===== config.mk =====
export PLATFORM = sky130hd
export DESIGN_NAME = displacement_texel_addresser_flat
export DESIGN_NICKNAME = d
export VERILOG_FILES = /design/src/design/dta_pkg.sv /design/src/design/dta_if.sv /design/src/design/displacement_texel_addresser.sv /design/src/design/dta_addr.sv /design/src/flat_wrapper.sv
export SDC_FILE = /design/constraint.sdc
export NUM_CORES = 1
export LEC_CHECK = 0
export BUFFER_PORTS_ARGS = -buffer_cell sky130_fd_sc_hd__clkbuf_2
export CORE_UTILIZATION = 41
export DETAILED_ROUTE_END_ITERATION = 16
export PLACE_DENSITY = 0.67
export SYNTH_ARGS = -nofsm -noshare
export SYNTH_HDL_FRONTEND = slang
export SYNTH_SLANG_ARGS = --single-unit

===== constraint.sdc =====
create_clock -name clk_i -period 5.3 [get_ports clk_i]
set_input_delay 0.265 -clock clk_i [delete_from_list [all_inputs] [get_ports clk_i]]
set_output_delay 0.265 -clock clk_i [all_outputs]
set_load 0.005 [all_outputs]

===== src/design/dta_pkg.sv =====
// shared types, widths and register codes for the displacement texel addresser
// used by the channel interfaces, the address unit and the top level
`timescale 1ns / 1ps
`default_nettype none

package dta_pkg;

  localparam int unsigned PosW      = 10;
  localparam int unsigned ByteW     = 8;
  localparam int unsigned IndexW    = 20;
  localparam int unsigned WidthW    = 10;
  localparam int unsigned RowLowW   = 10;
  localparam int unsigned RowHighW  = 11;
  localparam int unsigned CfgIdxW   = 3;
  localparam int unsigned CfgDataW  = 11;
  localparam int unsigned CoordW    = 12;

  localparam logic [WidthW-1:0]   TexWidthRst = 10'd320;
  localparam logic [RowLowW-1:0]  RowLowRst   = 10'd0;
  localparam logic [RowHighW-1:0] RowHighRst  = 11'd240;

  typedef enum logic [CfgIdxW-1:0] {
    RegTexWidth   = 3'd0,
    RegRowLow     = 3'd1,
    RegRowHigh    = 3'd2,
    RegMirrorMode = 3'd3,
    RegOffsetMode = 3'd4
  } cfg_reg_e;

  typedef struct packed {
    logic [WidthW-1:0]   tex_width;
    logic [RowLowW-1:0]  row_low;
    logic [RowHighW-1:0] row_high;
    logic                mirror_mode;
    logic                offset_mode;
  } cfg_t;

  typedef struct packed {
    logic [PosW-1:0]  pos_x;
    logic [PosW-1:0]  pos_y;
    logic [ByteW-1:0] vert_a;
    logic [ByteW-1:0] vert_b;
    logic [ByteW-1:0] horiz_a;
    logic [ByteW-1:0] horiz_b;
  } pix_t;

  typedef logic signed [CoordW-1:0] coord_t;

endpackage

`default_nettype wire


===== src/design/dta_if.sv =====
// valid/ready channel interfaces: pixel input, texel index output, register writes
// depends on dta_pkg
`timescale 1ns / 1ps
`default_nettype none

interface dta_in_if;
  import dta_pkg::*;
  logic             valid;
  logic             ready;
  logic [PosW-1:0]  pos_x;
  logic [PosW-1:0]  pos_y;
  logic [ByteW-1:0] vert_a;
  logic [ByteW-1:0] vert_b;
  logic [ByteW-1:0] horiz_a;
  logic [ByteW-1:0] horiz_b;
  modport source (output valid, pos_x, pos_y, vert_a, vert_b, horiz_a, horiz_b,
                  input ready);
  modport sink   (input valid, pos_x, pos_y, vert_a, vert_b, horiz_a, horiz_b,
                  output ready);
endinterface

interface dta_out_if;
  import dta_pkg::*;
  logic              valid;
  logic              ready;
  logic [IndexW-1:0] texel_index;
  modport source (output valid, texel_index, input ready);
  modport sink   (input valid, texel_index, output ready);
endinterface

interface dta_cfg_if;
  import dta_pkg::*;
  logic                valid;
  logic                ready;
  logic [CfgIdxW-1:0]  reg_index;
  logic [CfgDataW-1:0] wdata;
  modport source (output valid, reg_index, wdata, input ready);
  modport sink   (input valid, reg_index, wdata, output ready);
endinterface

`default_nettype wire


===== src/design/displacement_texel_addresser.sv =====
// top level of the displacement texel addresser: register file and item pipeline
// depends on dta_pkg, dta_if and dta_addr
//
// usage:
//   in_i   carries one pixel item: coordinates and four height mask bytes
//   out_o  carries one texel index item for each pixel item, in order
//   cfg_i  writes the registers by index: 0 tex_width, 1 row_low, 2 row_high,
//          3 mirror_mode, 4 offset_mode; other indexes are ignored
//   cfg_i is always ready; write registers only while no item is in flight
// timing:
//   three register stages (input capture, row/column, index); an accepted item
//   passes through input capture, then row/column, then index, and out_o.valid
//   rises when it reaches the index stage; one item per cycle sustained while
//   out_o.ready is high; the row times width multiply has a stage of its own
// reset:
//   rst_ni low empties the pipeline and loads tex_width 320, row_low 0,
//   row_high 240, clamp addressing and gradient mode
// stall:
//   when out_o.ready is low the stages fill and in_i.ready drops after
//   up to three more items have been taken; nothing is dropped
`timescale 1ns / 1ps
`default_nettype none

module displacement_texel_addresser (
  input  wire        clk_i,
  input  wire        rst_ni,
  dta_in_if.sink     in_i,
  dta_out_if.source  out_o,
  dta_cfg_if.sink    cfg_i
);
  import dta_pkg::*;

  cfg_t cfg_q;

  logic s0_valid_q, s1_valid_q, s2_valid_q;
  logic s0_ready, s1_ready, s2_ready;
  pix_t pix_q;
  coord_t row_d, col_d, row_q, col_q;
  logic signed [2*CoordW-2:0] prod;
  logic signed [2*CoordW-1:0] sum;
  logic [IndexW-1:0] index_q;

  // register writes
  assign cfg_i.ready = 1'b1;

  always_ff @(posedge clk_i or negedge rst_ni) begin
    if (!rst_ni) begin
      cfg_q.tex_width   <= TexWidthRst;
      cfg_q.row_low     <= RowLowRst;
      cfg_q.row_high    <= RowHighRst;
      cfg_q.mirror_mode <= 1'b0;
      cfg_q.offset_mode <= 1'b0;
    end else if (cfg_i.valid) begin
      unique case (cfg_reg_e'(cfg_i.reg_index))
        RegTexWidth:   cfg_q.tex_width   <= cfg_i.wdata[WidthW-1:0];
        RegRowLow:     cfg_q.row_low     <= cfg_i.wdata[RowLowW-1:0];
        RegRowHigh:    cfg_q.row_high    <= cfg_i.wdata[RowHighW-1:0];
        RegMirrorMode: cfg_q.mirror_mode <= cfg_i.wdata[0];
        RegOffsetMode: cfg_q.offset_mode <= cfg_i.wdata[0];
        default: ;
      endcase
    end
  end

  // stage handshakes
  assign s2_ready   = !s2_valid_q || out_o.ready;
  assign s1_ready   = !s1_valid_q || s2_ready;
  assign s0_ready   = !s0_valid_q || s1_ready;
  assign in_i.ready = s0_ready;

  always_ff @(posedge clk_i or negedge rst_ni) begin
    if (!rst_ni) begin
      s0_valid_q <= 1'b0;
      s1_valid_q <= 1'b0;
      s2_valid_q <= 1'b0;
    end else begin
      if (s0_ready) s0_valid_q <= in_i.valid;
      if (s1_ready) s1_valid_q <= s0_valid_q;
      if (s2_ready) s2_valid_q <= s1_valid_q;
    end
  end

  // input capture
  always_ff @(posedge clk_i) begin
    if (s0_ready && in_i.valid) begin
      pix_q.pos_x   <= in_i.pos_x;
      pix_q.pos_y   <= in_i.pos_y;
      pix_q.vert_a  <= in_i.vert_a;
      pix_q.vert_b  <= in_i.vert_b;
      pix_q.horiz_a <= in_i.horiz_a;
      pix_q.horiz_b <= in_i.horiz_b;
    end
  end

  dta_addr u_addr (
    .cfg_i (cfg_q),
    .pix_i (pix_q),
    .row_o (row_d),
    .col_o (col_d)
  );

  always_ff @(posedge clk_i) begin
    if (s1_ready && s0_valid_q) begin
      row_q <= row_d;
      col_q <= col_d;
    end
  end

  // row times stride plus column, wrapped to the index width
  always_comb begin
    prod = row_q * $signed({1'b0, cfg_q.tex_width});
    sum  = $signed({prod[2*CoordW-2], prod})
         + $signed({{CoordW{col_q[CoordW-1]}}, col_q});
  end

  always_ff @(posedge clk_i) begin
    if (s2_ready && s1_valid_q) begin
      index_q <= sum[IndexW-1:0];
    end
  end

  assign out_o.valid       = s2_valid_q;
  assign out_o.texel_index = index_q;

endmodule

`default_nettype wire


===== src/design/dta_addr.sv =====
// displacement and edge addressing: turns one pixel item into texture row and column
// depends on dta_pkg
`timescale 1ns / 1ps
`default_nettype none

module dta_addr (
  input  dta_pkg::cfg_t   cfg_i,
  input  dta_pkg::pix_t   pix_i,
  output dta_pkg::coord_t row_o,
  output dta_pkg::coord_t col_o
);
  import dta_pkg::*;

  localparam int unsigned WideW = CoordW + 1;

  logic [ByteW-1:0]        dx_diff, dy_diff;
  logic signed [WideW-1:0] dx, dy;
  logic signed [WideW-1:0] c, r, w, lo, hi, col_w, row_w, mir_r;

  always_comb begin
    dx_diff = pix_i.horiz_a - pix_i.horiz_b;
    dy_diff = pix_i.vert_a - pix_i.vert_b;
    if (cfg_i.offset_mode) begin
      dx = $signed({(WideW-ByteW)'(0), pix_i.horiz_a});
      dy = $signed({(WideW-ByteW)'(0), pix_i.vert_a});
    end else begin
      dx = $signed({{(WideW-ByteW){dx_diff[ByteW-1]}}, dx_diff});
      dy = $signed({{(WideW-ByteW){dy_diff[ByteW-1]}}, dy_diff});
    end

    c  = $signed({(WideW-PosW)'(0), pix_i.pos_x}) + dx;
    r  = $signed({(WideW-PosW)'(0), pix_i.pos_y}) + dy;
    w  = $signed({(WideW-WidthW)'(0), cfg_i.tex_width});
    lo = $signed({(WideW-RowLowW)'(0), cfg_i.row_low});
    hi = $signed({(WideW-RowHighW)'(0), cfg_i.row_high});

    // column: clamp or mirror at both edges
    if (c < 0) begin
      col_w = cfg_i.mirror_mode ? -c : '0;
    end else if (c < w) begin
      col_w = c;
    end else begin
      col_w = cfg_i.mirror_mode ? (w + w - c - 1) : (w - 1);
    end

    // row: clamp below, clamp or mirror above, mirrored row floored at zero
    mir_r = hi + hi - r - 1;
    if (r < lo) begin
      row_w = lo;
    end else if (r < hi) begin
      row_w = r;
    end else if (!cfg_i.mirror_mode) begin
      row_w = hi - 1;
    end else begin
      row_w = (mir_r < 0) ? '0 : mir_r;
    end
  end

  assign col_o = col_w[CoordW-1:0];
  assign row_o = row_w[CoordW-1:0];

endmodule

`default_nettype wire

===== src/flat_wrapper.sv =====
// flat-port wrapper written by rule: the top's interface ports become plain ports
module displacement_texel_addresser_flat import dta_pkg::*;
  (clk_i, rst_ni, in_i_valid, in_i_pos_x, in_i_pos_y, in_i_vert_a, in_i_vert_b, in_i_horiz_a, in_i_horiz_b, in_i_ready, out_o_valid, out_o_texel_index, out_o_ready, cfg_i_valid, cfg_i_reg_index, cfg_i_wdata, cfg_i_ready);
  dta_in_if in_i_i ();
  dta_out_if out_o_i ();
  dta_cfg_if cfg_i_i ();
  input  wire clk_i;
  input  wire rst_ni;
  input wire logic [$bits(in_i_i.valid)-1:0] in_i_valid;
  input wire logic [$bits(in_i_i.pos_x)-1:0] in_i_pos_x;
  input wire logic [$bits(in_i_i.pos_y)-1:0] in_i_pos_y;
  input wire logic [$bits(in_i_i.vert_a)-1:0] in_i_vert_a;
  input wire logic [$bits(in_i_i.vert_b)-1:0] in_i_vert_b;
  input wire logic [$bits(in_i_i.horiz_a)-1:0] in_i_horiz_a;
  input wire logic [$bits(in_i_i.horiz_b)-1:0] in_i_horiz_b;
  output wire logic [$bits(in_i_i.ready)-1:0] in_i_ready;
  output wire logic [$bits(out_o_i.valid)-1:0] out_o_valid;
  output wire logic [$bits(out_o_i.texel_index)-1:0] out_o_texel_index;
  input wire logic [$bits(out_o_i.ready)-1:0] out_o_ready;
  input wire logic [$bits(cfg_i_i.valid)-1:0] cfg_i_valid;
  input wire logic [$bits(cfg_i_i.reg_index)-1:0] cfg_i_reg_index;
  input wire logic [$bits(cfg_i_i.wdata)-1:0] cfg_i_wdata;
  output wire logic [$bits(cfg_i_i.ready)-1:0] cfg_i_ready;
  assign in_i_i.valid = in_i_valid;
  assign in_i_i.pos_x = in_i_pos_x;
  assign in_i_i.pos_y = in_i_pos_y;
  assign in_i_i.vert_a = in_i_vert_a;
  assign in_i_i.vert_b = in_i_vert_b;
  assign in_i_i.horiz_a = in_i_horiz_a;
  assign in_i_i.horiz_b = in_i_horiz_b;
  assign in_i_ready = in_i_i.ready;
  assign out_o_valid = out_o_i.valid;
  assign out_o_texel_index = out_o_i.texel_index;
  assign out_o_i.ready = out_o_ready;
  assign cfg_i_i.valid = cfg_i_valid;
  assign cfg_i_i.reg_index = cfg_i_reg_index;
  assign cfg_i_i.wdata = cfg_i_wdata;
  assign cfg_i_ready = cfg_i_i.ready;
  displacement_texel_addresser u_core (.clk_i(clk_i), .rst_ni(rst_ni), .in_i(in_i_i), .out_o(out_o_i), .cfg_i(cfg_i_i));
endmodule

==> results.cfg, run 1 <==
[synthesis]
synth_top_cell_area_share_pct = 21.7
synthTopCellsByArea = edfxtp_1 22%, fa_1 18%, ha_1 13%, inv_1 6.6%, dfrtp_1 5.6%
yosysWarnings = 0
synth_edf_count = 96
ys_ff_latch = 132
yosysTopAreaCell = edfxtp_1
syn-mean-instance-area_um2 = 9.51
syn_area_um2 = 13300
ys_types = 71
ys_seq_area_share_pct = 28.5
syn-instance-count = 1398
synth_ff_type = edfxtp_1
async_reset_ff_share_pct = 27.3
syn-num-nets = 1721

[floorplanning]
dieArea_um2 = 33100
io_pins = 94
core_um2 = 31700
die_w_um = 182
die_h_um = 182
initial_core_util_pct = 41.9
row_count = 65

[cells_and_area]
antenna_cells = 0
final_cells = 2037
final_area_um2 = 16300
layout-drive-gt1-share_pct = 20.2
fillers = 2805
final_util_pct = 51.3
syn2layout_area_growth_pct = 22.4
layout.nets = 1945

[sta]
hold_viol = 0
setup_viol = 0
tns_ns = 0
worstMarginPinSlew_ns = 1.20
slew_violations = 0
finalCriticalPeriod_ns = 5.22
rsz0062_at_grt = yes
fin_worst_skew_ns = 0.0149
final.period_utilization_pct = 98.5
maxSlewHeadroom_pct = 20.2
max_freq_mhz = 192

[routing]
num_vias = 10500
wirelength_um = 32400
drt-pass1-iter-count = 5
detail_route.iter0.violations = 523
drc = 0
ant_nets = 0
via_per_inst = 5.14
wl_per_cell_um = 15.9

[setup_path]
required_ns = 5.54
cp.arrival_ns = 5.46
crit_fanout = 7
endpoint_kind = register
startpoint_type = register
path_class = register to register

[placement]
placedCellCount = 1932
placed_area_um2 = 14700
portBuffers = 92
routabilityCongestion = 0.885
dp.final_hpwl_um = 24200

[clock_tree]
cts.path.max_buffers = 2
htreeDepth = 4
clock-root-buffer = clkbuf_16
cts-buffers-inserted = 17
path_clk_slew_ns = 0.06
cts_tree = yes
clock_sinks = 132
clk_latency_ns = 0.43

[status]
outcome = complete, no violations

[global_routing]
track_usage_pct = 19.6
gr-total-overflow = 0
first_global_vias = 10400
grt_max_degree = 53
antenna_found_initial = 1
grt_pass1_wl_um = 51400

[min_path]
holdCritPathClass = input port to asynchronous set/reset pin

[run]
drv_cap = 0
## state kept, by name (all words and copies together), names as in the netlist
signal and cells:
u_core.s1_valid_q 1, u_core.out_o.texel_index 20, u_core.row_q 12, u_core.pix_q 52, u_core.s0_valid_q 1, u_core.out_o.valid 1, u_core.cfg_q 33, u_core.col_q 12
## critical path, stage by stage, from the launching register on
cell and delay, ns:
edfxtp_1 0.43, ha_4 0.19, buf_4 0.13, nor2b_2 0.15, o2111ai_2 0.12, and4_1 0.19
or4_1 0.51, nand2_2 0.10, inv_2 0.04, nand2_1 0.05, ha_1 0.30, or3_1 0.17
o21ai_2 0.06, buf_4 0.14, buf_4 0.13, o41a_2 0.47, xnor2_1 0.20, ha_1 0.34
a31oi_4 0.12, a21oi_2 0.18, mux2i_2 0.11, buf_6 0.15, buf_4 0.13, o32a_1 0.35
a21oi_1 0.26
## layout make-up
cell class / count / area [um^2] / area share [%]
Timing Repair Buffer: 245 / 1710 / 10.5
Inverter: 236 / 886 / 5.44
Clock inverter: 14 / 175 / 1.08
Clock buffer: 18 / 429 / 2.64
Tap cell: 402 / 503 / 3.09
Multi-Input combinational cell: 990 / 8780 / 53.9
Sequential cell: 132 / 3800 / 23.3
## layout by cell type (no fill, tap or decap), types with 7 or more instances in the layout
| cell type | netlist | routed |
|---|---|---|
| ha_1 | 135 | 127 |
| a21oi_2 | 0 | 8 |
| and2_1 | 68 | 65 |
| nor3_1 | 21 | 19 |
| o22ai_1 | 9 | 9 |
| inv_1 | 235 | 231 |
| edfxtp_1 | 96 | 96 |
| clkbuf_16 | 0 | 17 |
| dlygate4sd3_1 | 0 | 36 |
| xor2_1 | 18 | 18 |
| o211ai_1 | 7 | 7 |
| o21ai_0 | 77 | 65 |
| or3_1 | 9 | 9 |
| dfrtp_1 | 30 | 25 |
| buf_4 | 3 | 110 |
| o31ai_1 | 9 | 8 |
| mux2i_1 | 13 | 11 |
| a21oi_1 | 46 | 38 |
| clkbuf_2 | 0 | 94 |
| xnor2_1 | 80 | 74 |
| nand2_1 | 146 | 145 |
| o21a_1 | 7 | 7 |
| fa_1 | 117 | 111 |
| nor2_1 | 65 | 61 |
| nor2b_1 | 14 | 14 |
| nand2b_1 | 15 | 15 |
| o21ai_1 | 2 | 10 |
| nand3_1 | 21 | 19 |
| a21o_1 | 18 | 18 |
## cells in the mapped netlist (9+ instances only)
cell      number
inv_1        235
nand2_1      146
ha_1         135
fa_1         117
edfxtp_1      96
xnor2_1       80
o21ai_0       77
and2_1        68
nor2_1        65
a21oi_1       46
clkbuf_1      32
dfrtp_1       30
nand3_1       21
nor3_1        21
a21o_1        18
xor2_1        18
nand2b_1      15
nor2b_1       14
mux2i_1       13
o22ai_1        9
o31ai_1        9
or3_1          9
## layer usage
layer  share of wire, %  global-route usage (%)
met4                2.4                    6.79
met3                5.0                    3.31
met5                  0                       0
met2                 48                    32.6
met1                 45                    25.9
## repair_timing
| item | CTS | global route |
|---|---|---|
| hold buffers | 31 | 5 |
| setup buffers | 6 | 31 |
| hold endpoints to repair | 31 | 5 |
| endpoints found under the setup margin | 14 | 25 |
| resized for setup | 8 | 81 |
| pin swaps | 5 | 47 |
## worst paths after layout
path                                                    start                        endpoint  slack, ns  cells past startpoint
worst max register to register     u_core.pix_q[16]$_DFFE_PP_  u_core.row_q[11]$_SDFFCE_PP0P_       0.08                     24
worst min-delay path                                   rst_ni    u_core.cfg_q[12]$_DFFE_PN0P_      0.006                      1
worst min register to register  u_core.s1_valid_q$_DFFE_PN0P_  u_core.out_o.valid$_DFFE_PN0P_       0.50                      1
min in group clk_i                            in_i_horiz_b[7]       u_core.pix_q[7]$_DFFE_PP_       0.01                      1
max in group asynchronous                              rst_ni    u_core.cfg_q[28]$_DFFE_PN0P_       4.58                      1
worst max-delay path               u_core.pix_q[16]$_DFFE_PP_  u_core.row_q[11]$_SDFFCE_PP0P_       0.08                     24
## logic make-up after synthesis
logic type | count (synthesis) | synth area share, %
and+or+nand+nor | 393 | 14.4
adders and majority gates | 252 | 30.3
AOI/OAI and AO/OA | 227 | 10.8
xor gates and xnor gates | 98 | 6.46
other | 1 | 0.0282
muxes | 19 | 1.52
DFF | 132 | 28.5
buffers and inverters | 276 | 7.96
## through the flow
step / hold WS (ns) / setup WS [ns]
after floorplan: -0.0306 / 0.102
after global placement: 0.441 / -0.135
after detailed placement: 0.444 / -0.229
after CTS: 0.0000346 / 0.00532
after global routing: 0.00114 / -0.112
final: 0.00556 / 0.0784
Power of run 1 is not shown: default switching activity piles up to over one toggle a cycle in this logic, so the estimate is an artifact.
==> run 2: changes to the inputs <==
--- a/config.mk
+++ b/config.mk
@@ -9,6 +9,7 @@
 export CORE_UTILIZATION = 41
 export DETAILED_ROUTE_END_ITERATION = 16
 export PLACE_DENSITY = 0.67
+export REMOVE_ABC_BUFFERS = 1
 export SYNTH_ARGS = -nofsm -noshare
 export SYNTH_HDL_FRONTEND = slang
 export SYNTH_SLANG_ARGS = --single-unit
==> run 2 against run 1 <==
The run now ends with hold timing left. Count of clock-buffer cells in the layout stayed put. Critical path depth is 7 lower. Via count is 3.9% lower. Register-to-register slack better by 0.09 ns.
==> results.cfg, run 2 (synthesis results as in run 1) <==
[routing]
wirelength_um = 30600
drt-pass1-iter-count = 4
drc = 0
num_vias = 10100
detail_route.iter0.violations = 474
wl_per_cell_um = 15.5
via_per_inst = 5.09
ant_nets = 0

[sta]
finalCriticalPeriod_ns = 5.13
maxSlewHeadroom_pct = 20.3
rsz0062_at_grt = yes
worstMarginPinSlew_ns = 1.20
whs_ns = -0.0198
slew_violations = 0
final.period_utilization_pct = 96.8
max_freq_mhz = 195
hold_viol = 11
setup_viol = 0
fin_worst_skew_ns = 0.0164

[setup_path]
crit_chain = nand2_1 -> fa_1 -> fa_1 -> inv_1 -> fa_1 -> inv_2 -> fa_1 -> inv_2 -> fa_1 -> ha_1 -> and2_1 -> o21ai_1 -> o31ai_2 -> o41a_1 -> a21o_1 -> a21oi_1 -> xnor2_1
crit_fanout = 8
cp_top_family = adder cells
r2r_slack_ns = 0.17
critPathMaxStageDelay_ns = 0.55
path_class = register to register
startpoint = u_core.row_q[6]$_DFFE_PP_
required_ns = 5.47
startpoint_type = register
path_common_cell = fa_1
endpoint_kind = register
critical_path_buf_inv_count = 3
cp_slowest_cell = fa_1
r2r_start = u_core.row_q[6]$_DFFE_PP_
cp.arrival_ns = 5.31

[cells_and_area]
syn2layout_area_growth_pct = 18.1
final_util_pct = 49.5
final_area_um2 = 15700
antenna_cells = 0
final_cells = 1979
layout.nets = 1887
final_cell_mix = 233 x inv_1, 144 x nand2_1, 129 x ha_1
largest_reg_flops = 52
layout-drive-gt1-share_pct = 17.8
final_common_cell = inv_1
top_register = u_core.pix_q

[clock_tree]
clock_sinks = 132
clock-root-buffer = clkbuf_16
clk_latency_ns = 0.43
path_clk_slew_ns = 0.07
cts-buffers-inserted = 17
cts_tree = yes
htreeDepth = 4
cts.path.max_buffers = 2

[global_routing]
grt_pass1_wl_um = 50400
gr-total-overflow = 0
track_usage_pct = 19.0
grt_max_degree = 53
antenna_found_initial = 0
first_global_vias = 10300

[floorplanning]
dieArea_um2 = 33100
die_w_um = 182
row_count = 65
initial_core_util_pct = 41.9
die_h_um = 182
core_um2 = 31700
io_pins = 94

[placement]
placed_area_um2 = 14500
routabilityCongestion = 0.876
dp.final_hpwl_um = 24000
placedCellCount = 1908
portBuffers = 92

[status]
outcome = finished, violations left
violations = hold timing

[run]
drv_cap = 0

[min_path]
holdCritPathClass = input port to asynchronous set/reset pin
==> run 2: cell types whose count changed in the layout (fill, tap and decap cells not counted), moves of 5 or more <==
cell,before,now
buf_4,110,71
a221oi_2,1,6
ha_4,6,1
a221oi_1,6,1
dlygate4sd3_1,36,15
==> run 2: cell type report <==
type                            instances  area (um^2)
Multi-Input combinational cell        990         8710
Clock inverter                         14          135
Tap cell                              402          503
Timing Repair Buffer                  187         1240
Fill cell                            2908        16000
Inverter                              236          886
Sequential cell                       132         3800
Clock buffer                           18          429
==> run 2: path summary, 6_finish.rpt <==
path,end,cells after the start
min reg2reg,u_core.s1_valid_q$_DFFE_PN0P_,1
min,u_core.cfg_q[11]$_DFFE_PN0P_,1
max in group asynchronous,u_core.cfg_q[26]$_DFFE_PN0P_,1
min in group clk_i,u_core.pix_q[6]$_DFFE_PP_,1
max reg2reg,u_core.out_o.texel_index[16]$_DFFE_PP_,17
max,u_core.out_o.texel_index[16]$_DFFE_PP_,17
==> run 2: timing repair <==
action / CTS / global route
pin swaps: 2 / 31
gates cloned: 0 / 1
hold endpoints to repair: 15 / 0
hold buffers: 15 / 0
setup buffers: 0 / 23
setup endpoints to repair: 12 / 18
resized for setup: 10 / 64
==> run 2: routing by layer <==
metal / GRT usage [%] / vias to the layer above / share of wire, %
met4: 5.45 / 0 / 2.2
li1: - / 4973 / -
met2: 33.1 / 238 / 48
met1: 24.5 / 4801 / 45
met3: 2.57 / 54 / 4.1
met5: 0 / - / 0
==> run 2: worst reg2reg max path, stage by stage, from the launching register on <==
cell and delay [ns]:
edfxtp_1 0.50, nand2_1 0.13, fa_1 0.51, fa_1 0.51
inv_1 0.05, fa_1 0.55, inv_2 0.04, fa_1 0.54
inv_2 0.04, fa_1 0.45, ha_1 0.30, and2_1 0.14
o21ai_1 0.15, o31ai_2 0.10, o41a_1 0.45, a21o_1 0.19
a21oi_1 0.16, xnor2_1 0.07
==> run 2: stage by stage <==
| stage | worst slack, ns | TNS, ns |
|---|---|---|
| final | 0.169 | 0 |
| after global routing | -0.0760 | -0.399 |
| after CTS | 0.0187 | 0 |
| after detailed placement | -0.199 | -1.21 |
| after global placement | -0.0739 | -0.343 |
| after floorplan | -0.0272 | -0.0272 |
Power of run 2 is left out for the same reason.
